## src/rtl/slg_pkg.sv

```systemverilog
`default_nettype none

package slg_pkg;

  // field widths
  localparam int SAMPLE_W = 24;
  localparam int LEVEL_W  = 22;
  localparam int PARAM_W  = 20;
  localparam int GAIN_W   = 20;
  localparam int OFFS_W   = 24;
  localparam int RATE_W   = 18;
  localparam int STEP_W   = 24;

  // apb
  localparam int ADDR_W = 5;
  localparam int DATA_W = 32;
  localparam int IDX_W  = 3;

  localparam logic [IDX_W-1:0] REG_ATTACK  = 3'd0;
  localparam logic [IDX_W-1:0] REG_RELEASE = 3'd1;
  localparam logic [IDX_W-1:0] REG_ATTEN   = 3'd2;
  localparam logic [IDX_W-1:0] REG_SCALE   = 3'd3;
  localparam logic [IDX_W-1:0] REG_OFFSET  = 3'd4;
  localparam logic [IDX_W-1:0] REG_RATE    = 3'd5;

  localparam logic [PARAM_W-1:0] ATTACK_RST  = 20'd6554;
  localparam logic [PARAM_W-1:0] RELEASE_RST = 20'd45875;
  localparam logic [GAIN_W-1:0]  ATTEN_RST   = 20'd65536;
  localparam logic [GAIN_W-1:0]  SCALE_RST   = 20'd65536;
  localparam logic [OFFS_W-1:0]  OFFSET_RST  = 24'd0;
  localparam logic [RATE_W-1:0]  RATE_RST    = 18'd48000;

  // step size computation
  localparam int M_W    = 23;
  localparam int PW_W   = 18;
  localparam int K_W    = 4;
  localparam int X_W    = 24;
  localparam int DEN_W  = 52;
  localparam int NUM_W  = 52;
  localparam int DIV_CNT_W = $clog2(NUM_W);
  localparam logic [NUM_W-1:0] NUM_C = 52'd10000 << 36;
  localparam logic [NUM_W-1:0] STEP_MAX = 52'd8388607;

  // item path
  localparam int SLEW_W = SAMPLE_W + 2;
  localparam int A_W    = SAMPLE_W + GAIN_W - 16;
  localparam int C_W    = A_W + GAIN_W - 16;
  localparam int B_W    = C_W + 1;
  localparam int FALL_SNAP  = 1049;
  localparam int GATE_LEVEL = 209716;
  localparam int ONE_Q20    = 1048576;

  typedef struct packed {
    logic [PARAM_W-1:0] attack_param;
    logic [PARAM_W-1:0] release_param;
    logic [GAIN_W-1:0]  atten_gain;
    logic [GAIN_W-1:0]  scale_gain;
    logic [OFFS_W-1:0]  level_offset;
    logic [RATE_W-1:0]  sample_rate;
  } cfg_t;

  typedef enum logic [3:0] {
    ST_IDLE,
    ST_MUL1,
    ST_MUL2,
    ST_OUT,
    ST_PREP,
    ST_XMUL,
    ST_DMUL,
    ST_DINIT,
    ST_DIV,
    ST_STORE
  } state_e;

  typedef struct packed {
    logic sel;       // 0 rise step, 1 fall step
    logic prep;
    logic xmul;
    logic dmul;
    logic dinit;
    logic div_step;
    logic store;
    logic slew;
    logic mul1;
    logic mul2;
    logic out_load;
  } cmd_t;

  typedef struct packed {
    logic out_free;
  } status_t;

  // 2^(i/16) in Q16
  function automatic logic [PW_W-1:0] pow2_lut(input logic [4:0] i);
    logic [PW_W-1:0] v;
    v = '0;
    case (i)
      5'd0:  v = 18'd65536;
      5'd1:  v = 18'd68438;
      5'd2:  v = 18'd71468;
      5'd3:  v = 18'd74632;
      5'd4:  v = 18'd77936;
      5'd5:  v = 18'd81386;
      5'd6:  v = 18'd84990;
      5'd7:  v = 18'd88752;
      5'd8:  v = 18'd92682;
      5'd9:  v = 18'd96785;
      5'd10: v = 18'd101070;
      5'd11: v = 18'd105545;
      5'd12: v = 18'd110218;
      5'd13: v = 18'd115098;
      5'd14: v = 18'd120194;
      5'd15: v = 18'd125515;
      5'd16: v = 18'd131072;
      default: v = 18'd131072;
    endcase
    return v;
  endfunction

endpackage

`default_nettype wire

```

## src/rtl/slg_ctrl.sv

```systemverilog
`default_nettype none

module slg_ctrl import slg_pkg::*; (
  input  wire logic clk_i,
  input  wire logic rst_ni,
  input  wire logic s_tvalid_i,
  output logic      s_tready_o,
  input  wire logic calc_pend_i,
  output logic      calc_ack_o,
  input  status_t   status_i,
  output cmd_t      cmd_o
);

  state_e               state_d, state_q;
  logic                 sel_d, sel_q;
  logic [DIV_CNT_W-1:0] cnt_d, cnt_q;

  always_comb begin
    state_d = state_q;
    sel_d   = sel_q;
    cnt_d   = cnt_q;
    unique case (state_q)
      ST_IDLE: begin
        if (calc_pend_i) begin
          state_d = ST_PREP;
          sel_d   = 1'b0;
        end else if (s_tvalid_i) begin
          state_d = ST_MUL1;
        end
      end
      ST_MUL1: state_d = ST_MUL2;
      ST_MUL2: state_d = ST_OUT;
      ST_OUT: begin
        if (status_i.out_free) state_d = ST_IDLE;
      end
      ST_PREP:  state_d = ST_XMUL;
      ST_XMUL:  state_d = ST_DMUL;
      ST_DMUL:  state_d = ST_DINIT;
      ST_DINIT: begin
        state_d = ST_DIV;
        cnt_d   = '0;
      end
      ST_DIV: begin
        cnt_d = cnt_q + 1'b1;
        if (cnt_q == DIV_CNT_W'(NUM_W - 1)) state_d = ST_STORE;
      end
      ST_STORE: begin
        if (!sel_q) begin
          state_d = ST_PREP;
          sel_d   = 1'b1;
        end else begin
          state_d = ST_IDLE;
        end
      end
      default: state_d = ST_IDLE;
    endcase
  end

  always_comb begin
    cmd_o      = '0;
    cmd_o.sel  = sel_q;
    s_tready_o = 1'b0;
    calc_ack_o = 1'b0;
    unique case (state_q)
      ST_IDLE: begin
        s_tready_o  = !calc_pend_i;
        calc_ack_o  = calc_pend_i;
        cmd_o.slew  = !calc_pend_i && s_tvalid_i;
      end
      ST_MUL1:  cmd_o.mul1     = 1'b1;
      ST_MUL2:  cmd_o.mul2     = 1'b1;
      ST_OUT:   cmd_o.out_load = status_i.out_free;
      ST_PREP:  cmd_o.prep     = 1'b1;
      ST_XMUL:  cmd_o.xmul     = 1'b1;
      ST_DMUL:  cmd_o.dmul     = 1'b1;
      ST_DINIT: cmd_o.dinit    = 1'b1;
      ST_DIV:   cmd_o.div_step = 1'b1;
      ST_STORE: cmd_o.store    = 1'b1;
      default: ;
    endcase
  end

  // reset runs the step computation before the first item
  always_ff @(posedge clk_i or negedge rst_ni) begin
    if (!rst_ni) begin
      state_q <= ST_PREP;
      sel_q   <= 1'b0;
      cnt_q   <= '0;
    end else begin
      state_q <= state_d;
      sel_q   <= sel_d;
      cnt_q   <= cnt_d;
    end
  end

endmodule

`default_nettype wire

```

## config.mk

```make
export PLATFORM = sky130hd
export DESIGN_NAME = slg_ctrl
export DESIGN_NICKNAME = d
export VERILOG_FILES = /design/src/rtl/slg_pkg.sv /design/src/rtl/slg_ctrl.sv
export SDC_FILE = /design/constraint.sdc
export NUM_CORES = 1
export LEC_CHECK = 0
export BUFFER_PORTS_ARGS = -buffer_cell sky130_fd_sc_hd__buf_2
export CAP_MARGIN = 40
export CORE_AREA = 2 2 39 41
export CTS_BUF_LIST = sky130_fd_sc_hd__clkbuf_4 sky130_fd_sc_hd__clkbuf_8
export CTS_CLUSTER_DIAMETER = 40
export DETAILED_ROUTE_END_ITERATION = 16
export DIE_AREA = 0 0 41 43
export HOLD_SLACK_MARGIN = 0.03
export PLACE_DENSITY = 0.83
export SETUP_SLACK_MARGIN = 0.5
export SYNTH_ARGS = -nofsm -noshare
export SYNTH_HDL_FRONTEND = slang
export SYNTH_SLANG_ARGS = --single-unit
```

## constraint.sdc

```tcl
create_clock -name clk_i -period 1.85 [get_ports clk_i]
set_clock_uncertainty 0.15 [all_clocks]
set_input_delay 0.0925 -clock clk_i [delete_from_list [all_inputs] [get_ports clk_i]]
set_output_delay 0.0925 -clock clk_i [all_outputs]
set_load 0.02 [all_outputs]
```

# Word level (Yosys, flattened, before mapping)

Index checks and enable logic that the tools add are counted.
Widths: inputs -> output; s select.

Register bits after elaboration: 11
Output and inout port bits: 13
Logic and storage cells: 46

Add/sub/neg operators: 1
Equality and inequality tests: 14
Mux-type cells: 21
Reductions and logical operators: 7

Operators by type and width:

| cell                | count |
|---|---|
| $pmux 4 s10         | 1 |
| $eq 4x3->1 const B  | 4 |
| $mux 4              | 4 |
| $mux 1              | 13 |
| $pmux 6 s2          | 1 |
| $eq 4x2->1 const B  | 2 |
| $eq 4x4->1 const B  | 2 |
| $add 6x1->6 const B | 1 |
| $eq 6x6->1 const B  | 1 |
| $ne 2x2->1 const B  | 3 |
| $eq 4x1->1 const B  | 1 |
| $logic_not 4->1     | 1 |
| $reduce_bool 2->1   | 2 |
| $mux 3              | 1 |
| $ne 3x3->1 const B  | 1 |
| $reduce_and 3->1    | 1 |
| $pmux 1 s2          | 1 |
| $reduce_and 2->1    | 1 |
| $logic_and 1x1->1   | 1 |
| $logic_not 1->1     | 1 |

# Depth between registers and ports, before layout

Gate-level depths: netlist of run 1.

Depth after elaboration: 3
Depth in mapped cells: 6
Gate-level depth less buffers: 5

# Least setup slack after synthesis of run 1

OpenSTA, ideal clock, no wires.

Path type: reg2reg
From: reg state_q[0]
To: reg cnt_q[3]
Library setup time: 127 ps
Arrival: 1,380 ps
Path slack: 194 ps
Stages on the path, launching flop included: 7
Clock period less this slack: 1,656 ps
Cells stage by stage: dfrtp_1 -> or4b_1 -> buf_6 -> clkinv_8 -> nor2_4 -> o21ai_1 -> o21ai_1

Longest elaborated chain between the ends: 2

Ends and longest elaborated chain:

| element                                                | RTL line       | source |
|---|---|---|
| from (decl)                                            | slg_ctrl.sv:14 | `state_e state_d, state_q;` |
| from (signal assigned)                                 | slg_ctrl.sv:90 | `state_q <= state_d;` |
| $eq 4x4->1 / $eq 4x3->1 (equally long branches)        | slg_ctrl.sv:22 | `unique case (state_q)` |
| $pmux 6 s2 / $reduce_bool 2->1 (equally long branches) | --             |  |
| to (signal assigned)                                   | slg_ctrl.sv:92 | `cnt_q <= cnt_d;` |
| to (decl)                                              | slg_ctrl.sv:16 | `logic [DIV_CNT_W-1:0] cnt_d, cnt_q;` |

Parallel ways exist; a longest one is shown, timed or not.
A chain may end at the register's enable or synchronous reset.

# Worst setup path after layout of run 1

From: reg state_q[1]
To: reg state_q[0]

Longest elaborated chain between the ends: 3

Ends and longest elaborated chain:

| element                                                          | RTL line |
|---|---|
| $eq 4x4->1 (tied with other cells)                               | slg_ctrl.sv:22 |
| $ne 2x2->1 (no source line) / $ne 3x3->1 (equally long branches) | -- |
| $reduce_and 3->1 (no source line)                                | -- |

Parallel ways exist; a longest one is shown, timed or not.

==> qor.yml, run 1 <==
pwr:
  cell_internal_pwr_mw: 1.09
  switching_share: 0.440
  power_mw: 1.94
  p_switching_mw: 0.853
  cellPowerDensity_mw_per_mm2: 1600
  power_leakage_nw: 0.591
  p_seq_frac: 0.194
  comb_power_share: 0.709
  ir_drop_v: 0.00103
  pwr-share-clk: 0.097
routing:
  routed_wl_um: 2610
  postRouteAntennaNets: 0
  dr.pass1.iters: 4
  avgViaCountPerCell: 6.17
  dr_total_vias: 814
  drt-initial-drc-count: 42
  drc: 0
  wl_per_cell_um: 19.8
worst_setup_path:
  path_delay_family: "compound AO/OA/AOI/OAI gates"
  cp_data_arrival_time_ns: 1.88
  worstPathCellList: "buf_6 -> buf_4 -> buf_6 -> a2111oi_0 -> o31ai_1"
  crit_buf_inv: 3
  crit_start: "state_q[1]$_DFFE_PN0P_"
  cp_common_cell: "buf_6"
  critPathKind: "reg2reg"
  crit_path_top_delay_cell: "a2111oi_0"
  cp_max_fo: 4
  cp-end-kind: "flip-flop"
  worst_setup_path_start_kind: "flip-flop"
  cp.required_ns: 1.84
  timing.rr.start: "state_q[1]$_DFFE_PN0P_"
  cp_slowest_stage_delay_ns: 0.62
global_routing:
  grt_pass1_vias: 713
  globalRouteTotalUtil: 0.257
  grt_max_degree: 12
  antenna_found_initial: 0
  grt_pass1_wl_um: 3080
  globalRouteOverflowTotal: 0
sta:
  whs_ns: 0.0579
  hold_violations: 0
  setup_viol: 1
  report.final.slew_viol_count: 0
  fin_crit_ns: 1.89
  max_slew_margin: 0.515
  clock.fmax_mhz: 529
  worst_slack_ns: -0.0396
  min_period_over_period: 1.02
  tightest_slew_ns: 0.709
  rsz0062_at_grt: "true"
  tns_ns: -0.0396
placed_design:
  place_congestion: 0.903
  placed_area_sq_um: 808
  dp_cells: 107
  hpwlAfterDp_um: 1060
  pre_cts_slack_ns: 0.117
  port_buffers: 17
synth:
  yosysWarnings: 0
  synth_area_sq_um: 679
  synth_fp_nets: 82
  synth_area_per_cell_sq_um: 8.94
  yosys_register_bits: 11
  synthCells: 76
  ys_seq_area_frac: 0.407
  synthDistinctLibCells: 36
clock_network:
  htreeDepth: 1
  clk_latency_ns: 0.28
  clk_pin_slew_ns: 0.07
  clock_path_buffers: 2
  numClockSinks: 11
  numCtsBuffers: 3
  tritoncts: "built"
  cts_root_buf: "clkbuf_4"
floorplanning:
  die_area_sq_mm: 0.00176
  core_area_sq_mm: 0.00138
  fp.dieW_um: 41
  design.portCount: 18
  initial_core_util: 0.491
  rows: 14
  die_h_um: 43
finish:
  area_delta_synth_final_pct: 78.3
  stdcell_count: 132
  final_core_util: 0.875
  nFillCells: 59
  finalInstanceArea_sq_mm: 0.00121
  mostFrequentLayoutCells: "buf_6 (18), buf_4 (16), dfrtp_1 (10)"
  drive_gt1_frac: 0.672
  antenna-diode-count: 0
  nNetsFinal: 123
  final_common_cell: "buf_6"
job:
  drv_cap: 0
hold_path:
  hold_class: "in2async"
run_status:
  violations: "setup timing"
  status: "finished with violations"
==> path summary, 6_finish.rpt <==
kind	end	slack, ns	cells past startpoint
min in group clk_i	sel_q$_DFFE_PN0P_	0.10	4
setup reg to reg	state_q[0]$_DFFE_PN0P_	-0.04	5
hold reg to reg	state_q[2]$_DFFE_PN1P_	0.33	1
setup / recovery	state_q[0]$_DFFE_PN0P_	-0.04	5
max in group asynchronous	state_q[2]$_DFFE_PN1P_	1.23	2
hold / removal	cnt_q[1]$_DFFE_PN0P_	0.06	2
==> power by group through the flow <==
| stage | Combinational, mW | Sequential [mW] | Clock (mW) |
|---|---|---|---|
| 5_1_grt | 1.44 | 0.379 | 0.206 |
| 2_1_floorplan | 0.530 | 0.357 | 0 |
| 4_1_cts | 1.04 | 0.364 | 0.180 |
| 3_3_place_gp | 0.685 | 0.353 | 0 |
| 3_5_place_dp | 0.703 | 0.357 | 0 |
| 6_report | 1.37 | 0.376 | 0.188 |
==> cell type report <==
| type | instances | area (sq um) | share of cell area |
|---|---|---|---|
| Timing Repair Buffer | 42 | 388 | 0.320 |
| Multi-Input combinational cell | 52 | 455 | 0.376 |
| Clock buffer | 4 | 30.0 | 0.0248 |
| Tap cell | 16 | 20.0 | 0.0165 |
| Sequential cell | 11 | 277 | 0.228 |
| Inverter | 7 | 41.3 | 0.0341 |
==> cells in the mapped netlist <==
cell type	instances	share of area
dfrtp_1	10	0.37
or2b_1	1	0.011
nor4bb_1	1	0.015
nand3b_1	1	0.011
o21ai_1	6	0.044
nor2_4	1	0.017
and4_2	1	0.015
and3_1	1	0.0092
nor3b_1	1	0.011
a2111oi_0	1	0.013
a21oi_1	2	0.015
inv_1	6	0.033
buf_2	1	0.0074
buf_6	1	0.017
ha_1	1	0.018
o22ai_1	1	0.0092
buf_4	2	0.022
nand2b_1	1	0.0092
a22o_1	1	0.013
o21ai_0	3	0.022
and2_1	1	0.0092
o31ai_1	1	0.011
nand4_1	1	0.0092
nor3_1	3	0.022
nand4_4	1	0.031
a31oi_1	1	0.0092
dfstp_2	1	0.039
or4b_1	1	0.015
a21o_1	1	0.011
nand4b_1	2	0.026
nand3_1	1	0.0074
nor2_1	8	0.044
a2bb2oi_1	1	0.013
clkinv_8	1	0.024
clkbuf_1	2	0.011
nand2_1	7	0.039
==> metal layers <==
| metal | track usage | vias to the layer above | wire (um) |
|---|---|---|---|
| li1 | - | 349 | - |
| met4 | 0.0533 | 0 | 111 |
| met3 | 0.0681 | 12 | 165 |
| met5 | 0 | - | 0 |
| met1 | 0.338 | 405 | 1040 |
| met2 | 0.409 | 48 | 1290 |
==> sequential cells by signal (all words and copies together), names as in the netlist <==
register  flops
state_q       4
sel_q         1
cnt_q         6
==> cell families after synthesis <==
kind of cell               count (synthesis)  share of synthesized area
AOI/OAI and AO/OA                         18                      0.160
adders and majority gates                  1                     0.0184
buffers and inverters                     13                      0.114
DFF                                       11                      0.407
and+or+nand+nor                           33                      0.300
==> repair_timing <==
item                                    4_1_cts  5_1_grt
hold buffers                                  2        0
setup buffers                                14        5
pin swaps                                    11       13
resized for setup                            38       22
endpoints found under the setup margin       22       22
hold endpoints to repair                     13        0
Note: power is estimated with default switching activity, not from simulation.
==> inputs of run 2 (changes only) <==
--- a/config.mk
+++ b/config.mk
@@ -5,15 +5,15 @@
 export SDC_FILE = /design/constraint.sdc
 export NUM_CORES = 1
 export LEC_CHECK = 0
+export ABC_AREA = 1
 export BUFFER_PORTS_ARGS = -buffer_cell sky130_fd_sc_hd__buf_2
 export CAP_MARGIN = 40
-export CORE_AREA = 2 2 39 41
+export CORE_UTILIZATION = 53
 export CTS_BUF_LIST = sky130_fd_sc_hd__clkbuf_4 sky130_fd_sc_hd__clkbuf_8
 export CTS_CLUSTER_DIAMETER = 40
 export DETAILED_ROUTE_END_ITERATION = 16
-export DIE_AREA = 0 0 41 43
 export HOLD_SLACK_MARGIN = 0.03
-export PLACE_DENSITY = 0.83
+export PLACE_DENSITY = 0.85
 export SETUP_SLACK_MARGIN = 0.5
 export SYNTH_ARGS = -nofsm -noshare
 export SYNTH_HDL_FRONTEND = slang
==> run 2 against run 1 <==
- the flow now finishes without violations
- count of clock-buffer cells in the layout unchanged
- core utilization increased by 7.9 points
- global-route usage increased by 8.8 points
- combinational power decreased by 99%
- sequential share of layout area increased by 2.3 points
- total power decreased by 77%
- critical endpoint is now cmd_o[3]
- largest cell class unchanged
==> qor.yml, run 2 <==
worst_setup_path:
  cp-end-kind: "output port"
  crit_path_top_delay_cell: "dfrtp_2"
  path_delay_family: "flip-flops"
  critPathKind: "reg2out"
  cp_data_arrival_time_ns: 1.39  # -0.49 ns
  worst_setup_path_start_kind: "flip-flop"
  cp.required_ns: 1.61  # -0.23 ns
  worstPathCellList: "nor2_4 -> nand2_4 -> nor3_2 -> buf_4"
  crit_buf_inv: 1  # -2
  cp_max_fo: 4  # unchanged
  r2r_slack_ns: 0.23  # +0.27 ns
  cp_slowest_stage_delay_ns: 0.47  # -0.15 ns
floorplanning:
  core_area_sq_mm: 0.00117  # -15%
  fp.dieW_um: 38.6  # -5.9%
  die_area_sq_mm: 0.00149  # -16%
  rows: 12  # -2
  initial_core_util: 0.606  # +0.115
  design.portCount: 18  # unchanged
  die_h_um: 38.6  # -10%
routing:
  dr_total_vias: 952  # +17%
  postRouteAntennaNets: 0  # unchanged
  avgViaCountPerCell: 6.75  # +9.5%
  drt-initial-drc-count: 99  # +140%
  wl_per_cell_um: 24.8  # +26%
  dr.pass1.iters: 5  # +1
  routed_wl_um: 3500  # +34%
  drc: 0  # unchanged
synth:
  ys_async_sr_fraction: 1.00  # unchanged
  synth_common_cells: "nand2_1 (22), nor2_1 (12), dfrtp_1 (10), inv_1 (10), nand3_1 (5)"
  synth_top_area_frac: 0.353  # -0.0156
  yosys_register_bits: 11  # unchanged
  synth_fp_nets: 99  # +21%
  yosysWarnings: 0  # unchanged
  synth_flop_cell: "dfrtp_1"
  synth_area_per_cell_sq_um: 7.63  # -15%
  synthCells: 93  # +22%
  synth.most_common_cell: "nand2_1"
  ys_seq_area_frac: 0.390  # -0.0172
  synth_area_leader_cell: "dfrtp_1"
  synth_edf_count: 0  # unchanged
  synthTopCellsByArea: "dfrtp_1 (35%), nand2_1 (12%), nor2_1 (6.3%)"
  synthDistinctLibCells: 25  # -31%
  synth_area_sq_um: 709  # +4.4%
clock_network:
  cts_root_buf: "clkbuf_4"
  tritoncts: "built"
  numClockSinks: 11  # unchanged
  clk_latency_ns: 0.28  # about the same
  htreeDepth: 1  # unchanged
  clock_path_buffers: 2  # unchanged
  clk_pin_slew_ns: 0.07  # about the same
  numCtsBuffers: 3  # unchanged
finish:
  nNetsFinal: 134  # +8.9%
  mostFrequentLayoutCells: "nand2_1 (17), buf_4 (14), inv_1 (8), buf_6 (8)"
  top_regs: "cnt_q (6), state_q (4), sel_q (1)"
  regMostFlops: "cnt_q"
  final_common_cell: "nand2_1"
  antenna-diode-count: 0  # unchanged
  area_delta_synth_final_pct: 57.5
  drive_gt1_frac: 0.559  # -0.113
  finalInstanceArea_sq_mm: 0.00112  # -7.7%
  nFillCells: 30  # -49%
  largest_reg_flops: 6  # unchanged
  stdcell_count: 141  # +6.8%
sta:
  whs_ns: 0.0715  # +0.0136 ns
  tightest_slew_ns: 0.311  # -0.398 ns
  hold_violations: 0  # unchanged
  report.final.slew_viol_count: 0  # unchanged
  clock.fmax_mhz: 613  # +16%
  tns_ns: 0  # +0.0396 ns
  fin_crit_ns: 1.63  # -0.259 ns
  worst_slack_ns: 0.219  # +0.259 ns
  setup_viol: 0  # -1
  min_period_over_period: 0.881  # -0.140
  max_slew_margin: 0.793  # +0.278
  rsz0062_at_grt: "true"
pwr:
  pwr-share-clk: 0.413  # +0.316
  switching_share: 0.218  # -0.222
  p_seq_frac: 0.542  # +0.348
  comb_power_share: 0.045  # -0.664
  p_switching_mw: 0.0966  # -89%
  power_leakage_nw: 0.537  # -9.1%
  ir_drop_v: 0.000496  # -52%
  cellPowerDensity_mw_per_mm2: 397  # -75%
  cell_internal_pwr_mw: 0.347  # -68%
global_routing:
  globalRouteTotalUtil: 0.345  # +0.0882
  globalRouteOverflowTotal: 0  # unchanged
  grt_pass1_wl_um: 3330  # +8.3%
  grt_max_degree: 12  # unchanged
  antenna_found_initial: 0  # unchanged
  grt_pass1_vias: 722  # +1.3%
placed_design:
  pre_cts_slack_ns: 0.514  # +0.397 ns
  place_congestion: 0.845  # -6.3%
  hpwlAfterDp_um: 1210  # +14%
  port_buffers: 17  # unchanged
  dp_cells: 122  # +14%
  placed_area_sq_um: 810  # +0.15%
run_status:
  status: "complete, no violations"
job:
  drv_cap: 0  # unchanged
hold_path:
  hold_class: "in2async"
-- run 2: final cells by class --
type | instances | area [sq um] | area share
multi-input combinational | 66 | 467 | 0.418
inverter | 14 | 52.6 | 0.0470
timing repair buffer | 32 | 270 | 0.242
clock buffer | 4 | 30.0 | 0.0269
tap | 14 | 17.5 | 0.0157
sequential | 11 | 280 | 0.251
-- run 2: worst register-to-register path: cells and delay by family (launching register included) --
kind	cells	cell delay, ns
flip-flops	1	0.47
AND/OR/NAND/NOR	4	0.53
buffers and inverters	3	0.40
-- run 2: power groups by stage --
stage	sequential (mW)	combinational, mW	clock [mW]
finish	0.240	0.0198	0.183
global route	0.240	0.0213	0.192
CTS	0.240	0.0177	0.182
detailed placement	0.245	0.0124	0
global placement	0.245	0.0119	0
floorplan	0.245	0.00273	0
-- run 2: final timing paths --
kind                                   startpoint                      to  cells after the start
setup / recovery           state_q[1]$_DFFE_PN0P_                cmd_o[3]                      4
hold / removal                             rst_ni    cnt_q[2]$_DFFE_PN0P_                      2
setup reg to reg           state_q[1]$_DFFE_PN0P_    cnt_q[2]$_DFFE_PN0P_                      7
hold reg to reg              cnt_q[0]$_DFFE_PN0P_    cnt_q[0]$_DFFE_PN0P_                      1
max in group asynchronous                  rst_ni  state_q[2]$_DFFE_PN1P_                      2
min in group clk_i                     s_tvalid_i  state_q[0]$_DFFE_PN0P_                      5
-- run 2: stage by stage --
stage / total power [mW] / util
2_1_floorplan: 0.248 / -
6_report: 0.443 / 0.954
3_5_place_dp: 0.257 / 0.691
3_3_place_gp: 0.257 / 0.691
5_1_grt: 0.454 / 0.954
4_1_cts: 0.440 / 0.850
-- run 2: timing repair --
| item | CTS | global route |
|---|---|---|
| hold buffers | 3 | 0 |
| buffers inserted | 5 | 7 |
| setup endpoints to repair | 12 | 20 |
| resized for setup | 30 | 18 |
| hold endpoints to repair | 13 | 0 |
| pin swaps | 7 | 9 |
-- run 2: cell families (layout without fill, tap and decap cells) --
logic type	count (synthesis)	after routing	share of synthesized area
and+or+nand+nor	55	55	0.400
buffers and inverters	16	50	0.0952
DFF	11	11	0.390
AOI/OAI and AO/OA	10	10	0.0970
adders and majority gates	1	1	0.0176
-- run 2: routing by layer --
| layer | wire length, um | up-vias | GRT usage |
|---|---|---|---|
| met2 | 1610 | 110 | 0.554 |
| met3 | 476 | 37 | 0.139 |
| met5 | 0 | - | 0 |
| met1 | 1100 | 443 | 0.399 |
| met4 | 314 | 0 | 0.155 |
| li1 | - | 362 | - |
