$ cat src/rtl/slg_pkg.sv
`default_nettype none

package slg_pkg;

  // field widths
  localparam int SAMPLE_W = 24;
  localparam int LEVEL_W  = 22;
  localparam int PARAM_W  = 20;
  localparam int GAIN_W   = 20;
  localparam int OFFS_W   = 24;
  localparam int RATE_W   = 18;
  localparam int STEP_W   = 24;

  // apb
  localparam int ADDR_W = 5;
  localparam int DATA_W = 32;
  localparam int IDX_W  = 3;

  localparam logic [IDX_W-1:0] REG_ATTACK  = 3'd0;
  localparam logic [IDX_W-1:0] REG_RELEASE = 3'd1;
  localparam logic [IDX_W-1:0] REG_ATTEN   = 3'd2;
  localparam logic [IDX_W-1:0] REG_SCALE   = 3'd3;
  localparam logic [IDX_W-1:0] REG_OFFSET  = 3'd4;
  localparam logic [IDX_W-1:0] REG_RATE    = 3'd5;

  localparam logic [PARAM_W-1:0] ATTACK_RST  = 20'd6554;
  localparam logic [PARAM_W-1:0] RELEASE_RST = 20'd45875;
  localparam logic [GAIN_W-1:0]  ATTEN_RST   = 20'd65536;
  localparam logic [GAIN_W-1:0]  SCALE_RST   = 20'd65536;
  localparam logic [OFFS_W-1:0]  OFFSET_RST  = 24'd0;
  localparam logic [RATE_W-1:0]  RATE_RST    = 18'd48000;

  // step size computation
  localparam int M_W    = 23;
  localparam int PW_W   = 18;
  localparam int K_W    = 4;
  localparam int X_W    = 24;
  localparam int DEN_W  = 52;
  localparam int NUM_W  = 52;
  localparam int DIV_CNT_W = $clog2(NUM_W);
  localparam logic [NUM_W-1:0] NUM_C = 52'd10000 << 36;
  localparam logic [NUM_W-1:0] STEP_MAX = 52'd8388607;

  // item path
  localparam int SLEW_W = SAMPLE_W + 2;
  localparam int A_W    = SAMPLE_W + GAIN_W - 16;
  localparam int C_W    = A_W + GAIN_W - 16;
  localparam int B_W    = C_W + 1;
  localparam int FALL_SNAP  = 1049;
  localparam int GATE_LEVEL = 209716;
  localparam int ONE_Q20    = 1048576;

  typedef struct packed {
    logic [PARAM_W-1:0] attack_param;
    logic [PARAM_W-1:0] release_param;
    logic [GAIN_W-1:0]  atten_gain;
    logic [GAIN_W-1:0]  scale_gain;
    logic [OFFS_W-1:0]  level_offset;
    logic [RATE_W-1:0]  sample_rate;
  } cfg_t;

  typedef enum logic [3:0] {
    ST_IDLE,
    ST_MUL1,
    ST_MUL2,
    ST_OUT,
    ST_PREP,
    ST_XMUL,
    ST_DMUL,
    ST_DINIT,
    ST_DIV,
    ST_STORE
  } state_e;

  typedef struct packed {
    logic sel;       // 0 rise step, 1 fall step
    logic prep;
    logic xmul;
    logic dmul;
    logic dinit;
    logic div_step;
    logic store;
    logic slew;
    logic mul1;
    logic mul2;
    logic out_load;
  } cmd_t;

  typedef struct packed {
    logic out_free;
  } status_t;

  // 2^(i/16) in Q16
  function automatic logic [PW_W-1:0] pow2_lut(input logic [4:0] i);
    logic [PW_W-1:0] v;
    v = '0;
    case (i)
      5'd0:  v = 18'd65536;
      5'd1:  v = 18'd68438;
      5'd2:  v = 18'd71468;
      5'd3:  v = 18'd74632;
      5'd4:  v = 18'd77936;
      5'd5:  v = 18'd81386;
      5'd6:  v = 18'd84990;
      5'd7:  v = 18'd88752;
      5'd8:  v = 18'd92682;
      5'd9:  v = 18'd96785;
      5'd10: v = 18'd101070;
      5'd11: v = 18'd105545;
      5'd12: v = 18'd110218;
      5'd13: v = 18'd115098;
      5'd14: v = 18'd120194;
      5'd15: v = 18'd125515;
      5'd16: v = 18'd131072;
      default: v = 18'd131072;
    endcase
    return v;
  endfunction

endpackage

`default_nettype wire

$ cat src/rtl/slg_regs.sv
`default_nettype none

module slg_regs import slg_pkg::*; (
  input  wire logic              clk_i,
  input  wire logic              rst_ni,
  input  wire logic              psel,
  input  wire logic              penable,
  input  wire logic              pwrite,
  input  wire logic [ADDR_W-1:0] paddr,
  input  wire logic [DATA_W-1:0] pwdata,
  output logic      [DATA_W-1:0] prdata,
  output logic                   pready,
  input  wire logic              calc_ack_i,
  output logic                   calc_pend_o,
  output cfg_t                   cfg_o
);

  cfg_t             cfg_d, cfg_q;
  logic             pend_d, pend_q;
  logic             wr;
  logic             hit;
  logic [IDX_W-1:0] idx;

  assign pready = 1'b1;
  assign idx    = paddr[ADDR_W-1:2];
  assign wr     = psel & penable & pwrite;

  always_comb begin
    cfg_d = cfg_q;
    if (wr) begin
      unique case (idx)
        REG_ATTACK:  cfg_d.attack_param  = pwdata[PARAM_W-1:0];
        REG_RELEASE: cfg_d.release_param = pwdata[PARAM_W-1:0];
        REG_ATTEN:   cfg_d.atten_gain    = pwdata[GAIN_W-1:0];
        REG_SCALE:   cfg_d.scale_gain    = pwdata[GAIN_W-1:0];
        REG_OFFSET:  cfg_d.level_offset  = pwdata[OFFS_W-1:0];
        REG_RATE:    cfg_d.sample_rate   = pwdata[RATE_W-1:0];
        default: ;
      endcase
    end
  end

  // step sizes depend on attack, release and rate only
  always_comb begin
    case (idx) inside
      REG_ATTACK, REG_RELEASE, REG_RATE: hit = wr;
      default: hit = 1'b0;
    endcase
  end

  assign pend_d = hit ? 1'b1 : (calc_ack_i ? 1'b0 : pend_q);

  always_comb begin
    unique case (idx)
      REG_ATTACK:  prdata = DATA_W'(cfg_q.attack_param);
      REG_RELEASE: prdata = DATA_W'(cfg_q.release_param);
      REG_ATTEN:   prdata = DATA_W'(cfg_q.atten_gain);
      REG_SCALE:   prdata = DATA_W'(cfg_q.scale_gain);
      REG_OFFSET:  prdata = DATA_W'(cfg_q.level_offset);
      REG_RATE:    prdata = DATA_W'(cfg_q.sample_rate);
      default:     prdata = '0;
    endcase
  end

  always_ff @(posedge clk_i or negedge rst_ni) begin
    if (!rst_ni) begin
      cfg_q.attack_param  <= ATTACK_RST;
      cfg_q.release_param <= RELEASE_RST;
      cfg_q.atten_gain    <= ATTEN_RST;
      cfg_q.scale_gain    <= SCALE_RST;
      cfg_q.level_offset  <= OFFSET_RST;
      cfg_q.sample_rate   <= RATE_RST;
      pend_q              <= 1'b0;
    end else begin
      cfg_q  <= cfg_d;
      pend_q <= pend_d;
    end
  end

  assign cfg_o       = cfg_q;
  assign calc_pend_o = pend_q;

endmodule

`default_nettype wire

$ cat config.mk
export PLATFORM = sky130hd
export DESIGN_NAME = slg_regs
export DESIGN_NICKNAME = d
export VERILOG_FILES = /design/src/rtl/slg_pkg.sv /design/src/rtl/slg_regs.sv
export SDC_FILE = /design/constraint.sdc
export NUM_CORES = 1
export LEC_CHECK = 0
export ABC_AREA = 1
export ABC_CLOCK_PERIOD_IN_PS = 1700
export BUFFER_PORTS_ARGS = -buffer_cell sky130_fd_sc_hd__buf_2
export CORE_MARGIN = 5
export CORE_UTILIZATION = 45
export CTS_BUF_LIST = sky130_fd_sc_hd__clkbuf_4
export CTS_CLUSTER_SIZE = 25
export DETAILED_ROUTE_END_ITERATION = 7
export PLACE_DENSITY_LB_ADDON = 0.25
export SETUP_SLACK_MARGIN = 0.3
export SLEW_MARGIN = 20
export SYNTH_ARGS = -nofsm -noshare
export SYNTH_HDL_FRONTEND = slang
export SYNTH_SLANG_ARGS = --single-unit
$ cat constraint.sdc
create_clock -name clk_i -period 1.7 [get_ports clk_i]
set_input_delay 0.34 -clock clk_i [delete_from_list [all_inputs] [get_ports clk_i]]
set_output_delay 0.34 -clock clk_i [all_outputs]
set_load 0.02 [all_outputs]
### After elaboration in Yosys (flattened, before gate mapping)

Index checks and enable logic that the tools add are counted.

| storage, ports and cells | value |
|---|---|
| register bits after elaboration | 123 |
| logic and storage cells | 27 |
| input bits | 43 |
| output and inout bits | 156 |

| cells by class | value |
|---|---|
| eq/ne operators | 5 |
| reduce and logical (&&, ||, !) cells | 9 |
| multiplexer cells | 4 |
| bitwise gates (word level) | 2 |

Operator list:

| kind | count |
|---|---|
| $pmux 24 s6 | 1 |
| $reduce_and 2->1 | 6 |
| $eq 3x2->1 const B | 2 |
| $eq 3x3->1 const B | 2 |
| $eq 3x1->1 const B | 1 |
| $logic_not 3->1 | 1 |
| $mux 1 | 3 |
| $reduce_or 3->1 | 1 |
| $and 1x1->1 | 2 |
| $reduce_bool 2->1 | 1 |

### Longest topological paths before layout

Gate-level depths: netlist (run 1).

| depth | value |
|---|---|
| word-level depth | 4 |
| mapped depth | 8 |
| depth with buffers taken out | 7 |

### Worst setup path after synthesis (run 1)

Ideal clock, no wire load.

| timing | value |
|---|---|
| path type | input port to output port |
| start point | in paddr[4] |
| end point | out prdata[0] |
| slack | 74 ps |
| buffers on the path | 2 |
| cell stages on the path | 7 |
| arrival | 1,286 ps |
| data required time | 1,360 ps |
| cell sequence | buf_2 > inv_2 > clkbuf_1 > nand4_1 > o21ai_0 > inv_1 > nand2_1 |

| on the way | value |
|---|---|
| word-level cells in the longest chain between the ends | 2 |
| elaborated cells between the ends (all ways) | 7 |
| those cells by class | eq/ne: 5; mux: 1; reduce/logical: 1 |

RTL lines:

| what | RTL line | source |
|---|---|---|
| start: declaration | slg_regs.sv:9 | `input wire logic [ADDR_W-1:0] paddr,` |
| $eq 3x3->1 (tied with other cells) | slg_regs.sv:54 | `unique case (idx)` |
| $pmux 24 s6 (*) | slg_regs.sv:54 |  |
| end: declaration | slg_regs.sv:11 | `output logic [DATA_W-1:0] prdata,` |

Every way passes the cells marked *; elsewhere a longest branch is shown, timed or not.

### Worst setup path in the final report (run 1)

| timing | value |
|---|---|
| start point | reg cfg_q (netlist bit cfg_o[105]) |
| end point | out prdata[3] |

| on the way | value |
|---|---|
| word-level cells in the longest chain between the ends | 1 |

RTL lines:

| what | RTL line | source |
|---|---|---|
| start: declaration | slg_regs.sv:18 | `cfg_t cfg_d, cfg_q;` |
| start signal: assignment | slg_regs.sv:75 | `cfg_q <= cfg_d;` |
| $pmux 24 s6 | slg_regs.sv:54 |  |

No other way between the ends.

==> results of run 1 <==
-- how the worst max path moves through the flow --
| stage | cells past startpoint | start | endpoint |
|---|---|---|---|
| after CTS | 5 | cfg_o[105]$_DFFE_PN1P_ | prdata[3] |
| final | 5 | cfg_o[105]$_DFFE_PN1P_ | prdata[3] |
| after floorplan | 4 | paddr[2] | prdata[20] |
| after detailed placement | 9 | paddr[3] | cfg_o[105]$_DFFE_PN1P_ |
| after global routing | 5 | cfg_o[105]$_DFFE_PN1P_ | prdata[3] |
| after global placement | 8 | paddr[2] | prdata[10] |
-- per-layer routing --
metal  routed length [um]  track usage, %  vias up
met3                 2390            7.14       76
li1                     -               -     3219
met5                   52            1.86        -
met1                 9040            35.5     3418
met4                  870            12.3        4
met2                12200            47.9      449
-- flip-flops by register name (all words and copies together) (netlist names) --
name	count
cfg_o	122
calc_pend_o	1
-- critical path: cells and delay by family (launching register included) --
family / cells / cell delay [ns]
simple gates: 1 / 0.08
buf+inv: 3 / 0.24
compound gates: 1 / 0.16
flops: 1 / 0.55
-- logic make-up (layout without fill, tap and decap cells) --
| group | count (synthesis) | count (layout) | synth area share (%) |
|---|---|---|---|
| other | 2 | 10 | 0.122 |
| DFF | 123 | 123 | 50.3 |
| buffers and inverters | 118 | 429 | 9.05 |
| and+or+nand+nor | 451 | 451 | 31.5 |
| AOI/OAI and AO/OA | 111 | 111 | 9.01 |
-- power groups by stage --
| stage | registers [W] | logic [W] | clock network, W |
|---|---|---|---|
| CTS | 0.00405 | 0.00401 | 0.00173 |
| floorplan | 0.00471 | 0.000932 | 0 |
| global route | 0.00417 | 0.00502 | 0.00187 |
| detailed placement | 0.00405 | 0.00277 | 0 |
| finish | 0.00412 | 0.00475 | 0.00172 |
| global placement | 0.00404 | 0.00273 | 0 |
-- layout make-up --
class	instances	area [um2]	area share, %
clock inverters	8	33.8	0.336
well taps	176	220	2.19
inverters	51	196	1.95
repair buffers	346	3530	35.0
clock buffers	24	180	1.79
flip-flops and latches	123	3110	30.9
diodes	1	2.50	0.0249
multi-input cells	571	2790	27.7
-- synth_stat cells --
library cell	count
o21ai_0	72
nand3_1	80
buf_4	17
buf_6	3
buf_2	24
nand3_4	1
nand3_2	1
nor2_2	1
dfrtp_1	98
nor2_4	4
o21ai_1	38
conb_1	2
nand2_2	2
inv_2	5
nand2_1	296
inv_1	46
buf_1	3
dfstp_2	25
clkbuf_1	20
o22ai_1	1
nor2_1	28
nand4_1	38
-- metrics by stage --
step | hold WS, ns | cell area (um2) | utilization, % | TNS, ns
after floorplan | 0.0444 | 6330 | - | 0
after global placement | 0.243 | 7610 | 57.0 | -0.318
after detailed placement | 0.247 | 7610 | 57.0 | -0.609
after CTS | 0.0127 | 9260 | 69.4 | -2.64
after global routing | 0.0248 | 10100 | 75.4 | -4.95
final | 0.0399 | 10100 | 75.4 | -2.99
-- what timing repair did --
| action | in CTS | in global routing |
|---|---|---|
| endpoints found under the hold margin | 98 | 0 |
| gates cloned | 0 | 0 |
| pin swaps | 68 | 36 |
| gates resized for setup | 324 | 127 |
| buffers inserted | 50 | 49 |
| hold buffers | 6 | 0 |
| setup endpoints to repair | 147 | 148 |
==> results.py, run 1 <==
metrics = {
    "die": {
        "chipWidth_um": 127,
        "dieArea_um2": 16200,
        "core_um2": 13300,
        "rows": 42,
        "io_pins": 199,
        "initial_core_util_pct": 46.3,
        "fp.dieH_um": 127,
    },
    "setup_path": {
        "cp-end-kind": "output pin",
        "r2r.worst_path.cells": 10,
        "worst_path_max_delay_cell": "dfstp_2",
        "crit_path_start_kind": "flop",
        "slowest_delay_ns": 0.55,
        "cp_max_fo": 2,
        "critical_path_class": "reg2out",
        "path_cells": "inv_2, o21ai_2, inv_1, nand2_2, buf_6",
        "r2r_start": "cfg_o[40]$_DFFE_PN0P_",
        "r2r_slack_ns": 0.20,
        "required_ns": 1.36,
        "reg2reg_to": "cfg_o[40]$_DFFE_PN0P_",
        "cp.arrival_ns": 1.59,
    },
    "run_status": {
        "outcome": "finished with violations",
        "violations": "negative setup slack",
    },
    "power": {
        "switchingPower_w": 0.00393,
        "comb_power_share_pct": 44.8,
        "seq_power_share_pct": 38.9,
        "p_int_w": 0.00666,
        "clkPwrFrac_pct": 16.3,
        "power_density_nw_per_um2": 1050,
        "ir_drop_uv": 658,
        "p_leak_nw": 5.16,
        "swShare_pct": 37.1,
        "p_total_w": 0.0106,
    },
    "logic_synthesis": {
        "synth_cell_types": 22,
        "synth_cells": 805,
        "synth_top_area_share_pct": 39.7,
        "ys_ff_latch": 123,
        "syn_area_um2": 6180,
        "yosys_warnings": 0,
        "ys_seq_area_share_pct": 50.3,
        "synthTopCellsByArea": "dfrtp_1 (40%), nand2_1 (18%), dfstp_2 (11%), nand3_1 (6.5%), o21ai_0 (5.8%)",
        "yosys.area.top_type": "dfrtp_1",
        "syn_area_per_cell_um2": 7.68,
    },
    "worst_hold_path": {
        "hold_path_class": "in2reg",
        "hold_path_end": "cfg_o[91]$_DFFE_PN1P_",
        "hold_depth": 3,
        "holdCritStartpoint": "pwdata[9]",
    },
    "clock_tree": {
        "htreeDepth": 4,
        "cts_tree": "yes",
        "cts.clk_slew.worst_paths_ns": 0.10,
        "clockBufferDepth": 2,
        "cts-root-buf": "clkbuf_4",
        "cts_buffers": 17,
        "clkLatencyLatePin_ns": 0.56,
        "cts.sinks": 123,
    },
    "grt": {
        "grt-ovfl-total": 0,
        "grt_pass1_wl_mm": 36.2,
        "grt_pass1_vias": 6779,
        "grt_max_degree": 51,
        "antenna_found_initial": 2,
        "gr-usage-all-layers_pct": 28.7,
    },
    "timing": {
        "layout_setup_ws_ns": -0.235,
        "tightest_slew_ns": 0.507,
        "skew_ns": 0,
        "fmax_mhz": 517,
        "rsz0062_at_grt": "yes",
        "finalCriticalPeriod_ns": 1.93,
        "slew_violations": 0,
        "timing_hold_violations_final": 0,
        "setup_viol": 30,
        "period_share_pct": 114,
        "slew_headroom_pct": 66.2,
    },
    "route": {
        "drt-initial-drc-count": 597,
        "wirelength_mm": 24.6,
        "dr.pass1.iters": 5,
        "num_vias": 7166,
        "drtAntennaViolNets": 0,
        "viasPerCell": 5.51,
        "drc": 0,
        "wl_per_cell_um": 18.9,
    },
    "place": {
        "dp_worst_setup_slack_ns": -0.0648,
        "port_buffers": 179,
        "place_congestion": 0.845,
        "dp.cells": 1162,
        "place_hpwl_mm": 15.3,
    },
    "cells_and_area": {
        "area_delta_synth_final_pct": 62.8,
        "drive_gt1_share_pct": 43.5,
        "fin_cells": 1300,
        "nNetsFinal": 1153,
        "fillCellCount": 910,
        "final_common_cell": "nand2_1",
        "mostFrequentLayoutCells": "nand2_1 (267), buf_6 (230), dfrtp_1 (98)",
    },
    "job": {
        "cap_violations": 0,
    },
}
Power figures use the tool's default switching activity.
==> inputs of run 2 (changes only) <==
- CORE_MARGIN: 5 -> 2
- SKIP_CTS_REPAIR_TIMING: unset -> 1
- SKIP_LAST_GASP: unset -> 1
==> results.py, run 2 (synthesis gave the netlist of run 1 again) <==
metrics = {
    "run_status": {
        "outcome": "finished with violations",
        "violations": "negative hold slack, negative setup slack",
    },
    "worst_hold_path": {
        "holdCritStartpoint": "pwdata[22]",
        "hold_path_class": "in2reg",
    },
    "timing": {
        "finalCriticalPeriod_ns": 1.90,
        "skew_ns": 0,
        "tightest_slew_ns": 0.513,
        "setup_viol": 22,
        "slew_headroom_pct": 65.8,
        "timing_hold_violations_final": 2,
        "rsz0062_at_grt": "yes",
        "fin_hold_ws_ns": -0.0210,
        "fmax_mhz": 527,
        "layout_setup_ws_ns": -0.196,
        "period_share_pct": 112,
        "slew_violations": 0,
    },
    "power": {
        "ir_drop_uv": 609,
        "p_leak_nw": 4.89,
        "p_total_w": 0.00980,
        "power_density_nw_per_um2": 1060,
    },
    "route": {
        "drc": 0,
        "wirelength_mm": 22.8,
        "wl_per_cell_um": 18.0,
        "dr.pass1.iters": 5,
        "viasPerCell": 5.42,
        "num_vias": 6849,
        "drt-initial-drc-count": 545,
        "drtAntennaViolNets": 0,
    },
    "cells_and_area": {
        "largest_reg_flops": 122,
        "multi_input_area_um2": 2730,
        "final_common_cell": "nand2_1",
        "fin_cells": 1264,
        "drive_gt1_share_pct": 41.0,
        "nNetsFinal": 1119,
        "seq_area_um2": 3110,
        "num_antenna_cells": 0,
        "mostFrequentLayoutCells": "nand2_1 (267), buf_6 (131), dfrtp_1 (98)",
        "final_cell_area_um2": 9260,
        "area_delta_synth_final_pct": 49.9,
        "fillCellCount": 1094,
    },
    "setup_path": {
        "cp-end-kind": "output pin",
        "crit_path_start_kind": "flop",
        "critical_path_class": "reg2out",
        "required_ns": 1.36,
        "startpoint": "cfg_o[91]$_DFFE_PN1P_",
        "r2r_slack_ns": 0.75,
        "r2r_start": "cfg_o[103]$_DFFE_PN1P_",
        "cp_max_fo": 2,
        "cp.arrival_ns": 1.56,
    },
    "place": {
        "port_buffers": 179,
        "place_congestion": 0.867,
        "dp.cells": 1169,
        "place_hpwl_mm": 15.2,
        "dpl_cell_area_um2": 7680,
    },
    "clock_tree": {
        "cts_tree": "yes",
        "cts.sinks": 123,
        "cts_buffers": 17,
        "clockBufferDepth": 2,
        "cts-root-buf": "clkbuf_4",
        "cts.clk_slew.worst_paths_ns": 0.10,
        "htreeDepth": 4,
        "clkLatencyLatePin_ns": 0.57,
    },
    "die": {
        "initial_core_util_pct": 46.3,
        "rows": 42,
        "chipWidth_um": 121,
        "core_um2": 13300,
        "dieArea_um2": 14700,
        "io_pins": 199,
        "fp.dieH_um": 121,
    },
    "grt": {
        "gr-usage-all-layers_pct": 29.5,
        "grt-ovfl-total": 0,
        "grt_max_degree": 92,
        "grt_pass1_vias": 5994,
        "grt_pass1_wl_mm": 32.9,
        "antenna_found_initial": 0,
    },
    "job": {
        "cap_violations": 0,
    },
}
[run 2: critical path, cell delays in order (launching register included)]
cell     delay (ns)
dfstp_2        0.56
nand3_1        0.09
nand2_1        0.12
nor2_2         0.05
nand2_2        0.06
buf_6          0.11
[run 2: power breakdown]
group          switching [W]  leakage, nW  total (W)  internal [W]
combinational        0.00213         3.25    0.00394       0.00181
sequential          0.000503         1.50    0.00408       0.00358
clock                0.00107        0.139    0.00178      0.000704
[run 2: path summary, 6_finish.rpt]
check / end / depth (start not counted)
setup / recovery: prdata[9] / 5
hold / removal: cfg_o[40]$_DFFE_PN0P_ / 3
setup reg to reg: cfg_o[103]$_DFFE_PN1P_ / 4
hold reg to reg: cfg_o[13]$_DFFE_PN1P_ / 2
max in group asynchronous: cfg_o[11]$_DFFE_PN1P_ / 3
min in group asynchronous: cfg_o[104]$_DFFE_PN0P_ / 3
[run 2: area by class of cell]
cell class / instances / area share [%]
Sequential cell: 123 / 33.6
Timing Repair Buffer: 312 / 30.1
Multi-Input combinational cell: 571 / 29.5
Tap cell: 176 / 2.38
Inverter: 51 / 2.12
Clock buffer: 26 / 2.11
Clock inverter: 5 / 0.270
[run 2: through the flow]
stage	utilization (%)	setup WS, ns	setup TNS [ns]
floorplan	-	0.253	0
global placement	57.6	-0.0496	-0.356
detailed placement	57.6	-0.0375	-0.378
CTS	59.2	-0.316	-3.87
global route	69.4	-0.241	-4.33
finish	69.4	-0.196	-2.79
[run 2: per-layer routing]
metal / vias up / GRT usage, % / wire, um
met4: 0 / 9.99 / 660
met3: 54 / 5.92 / 2040
li1: 3130 / - / -
met2: 395 / 47.7 / 11200
met5: - / 0 / 0
met1: 3270 / 39.8 / 8920
==> inputs of run 3 (changes only) <==
- ABC_AREA: 1 -> 0
- PLACE_DENSITY: unset -> 0.83
- PLACE_DENSITY_LB_ADDON: 0.25 -> unset
==> results.py, run 3 <==
metrics = {
    "run_status": {
        "outcome": "finished with violations",
        "violations": "negative setup slack",
    },
    "route": {
        "num_vias": 4513,
        "dr.pass1.iters": 4,
        "drc": 0,
        "drtAntennaViolNets": 0,
        "wl_per_cell_um": 19.8,
        "wirelength_mm": 16.9,
        "viasPerCell": 5.29,
        "drt-initial-drc-count": 191,
    },
    "power": {
        "power_density_nw_per_um2": 1130,
        "p_leak_nw": 4.13,
        "ir_drop_uv": 764,
        "p_total_w": 0.00970,
    },
    "setup_path": {
        "r2r_start": "cfg_o[121]$_DFFE_PN0P_",
        "r2r.worst_path.cells": 3,
        "path_cells": "mux2i_1, or3_4, o221ai_4, buf_6",
        "slowest_delay_ns": 0.56,
        "startpoint": "cfg_o[94]$_DFFE_PN1P_",
        "worst_path_max_delay_cell": "dfstp_2",
        "critical_path_class": "reg2out",
        "crit_end": "prdata[12]",
        "crit_path_start_kind": "flop",
        "r2r_slack_ns": 0.70,
        "cp.arrival_ns": 1.73,
        "required_ns": 1.36,
        "cp_max_fo": 3,
        "reg2reg_to": "cfg_o[121]$_DFFE_PN0P_",
        "cp-end-kind": "output pin",
    },
    "logic_synthesis": {
        "synthArstFlopShare_pct": 100,
        "synth_cells": 421,
        "synth_cell_types": 32,
        "netlist_top_cells_count": "mux2_2 (125), dfrtp_1 (98), mux2i_1 (44), dfstp_2 (25), buf_4 (17)",
        "yosys_warnings": 0,
        "yosys.area.top_type": "dfrtp_1",
        "syn_area_um2": 5790,
        "syn_area_per_cell_um2": 13.7,
        "yosysMostFrequentCell": "mux2_2",
        "synthTopCellsByArea": "dfrtp_1 (42%), mux2_2 (24%), dfstp_2 (11%), mux2i_1 (7.6%), buf_4 (2.2%)",
        "synth_edf_count": 0,
        "ys.flop_type": "dfrtp_1",
        "ys_seq_area_share_pct": 53.7,
        "ys_ff_latch": 123,
        "synth_top_area_share_pct": 42.4,
    },
    "cells_and_area": {
        "fillCellCount": 855,
        "final_common_cell": "mux2_2",
        "mostFrequentLayoutCells": "mux2_2 (121), dfrtp_1 (98), buf_6 (89)",
        "final_cell_area_um2": 8560,
        "nNetsFinal": 710,
        "largest_reg_flops": 122,
        "final_core_util_pct": 68.1,
        "area_delta_synth_final_pct": 47.9,
        "drive_gt1_share_pct": 70.0,
    },
    "timing": {
        "layout_setup_ws_ns": -0.367,
        "finalCriticalPeriod_ns": 2.07,
        "setup_viol": 20,
        "rsz0062_at_grt": "yes",
        "period_share_pct": 122,
        "slew_violations": 0,
        "fmax_mhz": 484,
        "skew_ns": 0,
        "finalSetupTns_ns": -5.50,
        "timing_hold_violations_final": 0,
    },
    "grt": {
        "grt-ovfl-total": 0,
        "grt_pass1_wl_mm": 24.3,
        "gr-usage-all-layers_pct": 22.7,
        "grt_max_degree": 62,
        "grt_pass1_vias": 4495,
        "antenna_found_initial": 0,
    },
    "clock_tree": {
        "htreeDepth": 4,
        "cts.sinks": 123,
        "cts.clk_slew.worst_paths_ns": 0.11,
        "cts_buffers": 17,
        "cts_tree": "yes",
        "cts-root-buf": "clkbuf_4",
        "clkLatencyLatePin_ns": 0.54,
        "clockBufferDepth": 2,
    },
    "place": {
        "port_buffers": 179,
        "place_hpwl_mm": 11.2,
        "place_congestion": 0.802,
        "dpl_cell_area_um2": 7430,
    },
    "die": {
        "initial_core_util_pct": 46.0,
        "dieArea_um2": 13800,
        "chipWidth_um": 117,
        "rows": 41,
        "core_um2": 12600,
        "io_pins": 199,
        "fp.dieH_um": 117,
    },
    "worst_hold_path": {
        "hold_path_class": "in2reg",
        "hold_depth": 2,
    },
    "job": {
        "cap_violations": 0,
    },
}
==> run 3: cell count changes after synthesis, sizes merged, moves of 8 or more <==
| cell | delta |
|---|---|
| buf | -15 |
| mux2 | +128 |
| nand3 | -76 |
| nand4 | -37 |
| nor2 | -26 |
| nand2 | -292 |
| inv | -49 |
| clkbuf | -15 |
| o32a | +8 |
| o21ai | -95 |
| mux2i | +44 |
==> run 3: cell type report <==
cell class	count	area, um2	area share [%]
Sequential cell	123	3110	36.3
Multi-Input combinational cell	266	2760	32.3
Timing Repair Buffer	257	2200	25.7
Tap cell	172	215	2.51
Clock inverter	15	133	1.55
Clock buffer	17	128	1.49
Inverter	2	7.51	0.0877
Antenna cell	1	2.50	0.0292
==> run 3: worst min-delay path by stage <==
stage               start                      end
2_1_floorplan      rst_ni  calc_pend_o$_DFFE_PN0P_
3_3_place_gp       rst_ni    cfg_o[96]$_DFFE_PN0P_
3_5_place_dp       rst_ni    cfg_o[56]$_DFFE_PN0P_
4_1_cts            rst_ni    cfg_o[56]$_DFFE_PN0P_
5_1_grt        pwdata[22]    cfg_o[40]$_DFFE_PN0P_
6_report       pwdata[22]    cfg_o[40]$_DFFE_PN0P_
==> run 3: metal layers <==
layer,wire [um],global-route usage [%],part of all wire [%],up-vias
met5,0,0,0,-
met1,6730,26.9,40,2270
met4,372,8.89,2.2,0
met3,1100,7.54,6.5,34
li1,-,-,-,2032
met2,8710,38.2,51,177
==> run 3: worst max-delay path: cells and delay by family, from the launching register on <==
family | cells | cell delay, ns
compound gates | 1 | 0.07
buf+inv | 1 | 0.15
flops | 1 | 0.56
mux | 1 | 0.06
simple gates | 1 | 0.34
==> run 3: where the power goes <==
| part | switching [W] | internal, W | leakage [nW] |
|---|---|---|---|
| Sequential | 0.000543 | 0.00358 | 1.51 |
| Clock | 0.00109 | 0.000839 | 0.139 |
| Combinational | 0.00180 | 0.00186 | 2.47 |
| Total | 0.00343 | 0.00628 | 4.13 |
==> run 3: kinds of logic (layout without fill, tap and decap cells) <==
| family | count (synthesis) | after routing | share of synthesized area [%] |
|---|---|---|---|
| simple gates | 34 | 34 | 3.42 |
| compound gates | 51 | 51 | 6.14 |
| flops | 123 | 123 | 53.7 |
| buf+inv | 39 | 291 | 4.06 |
| other cells | 2 | 10 | 0.130 |
| mux | 172 | 172 | 32.5 |
==> run 3: through the flow <==
stage / hold WS (ns) / setup WS (ns) / cells
5_1_grt: -0.00387 / -0.464 / 852
4_1_cts: -0.456 / -0.452 / 819
2_1_floorplan: 0.0444 / 0.227 / 428
3_5_place_dp: 0.154 / -0.174 / 787
6_report: 0.0285 / -0.367 / 853
3_3_place_gp: 0.151 / -0.126 / 787
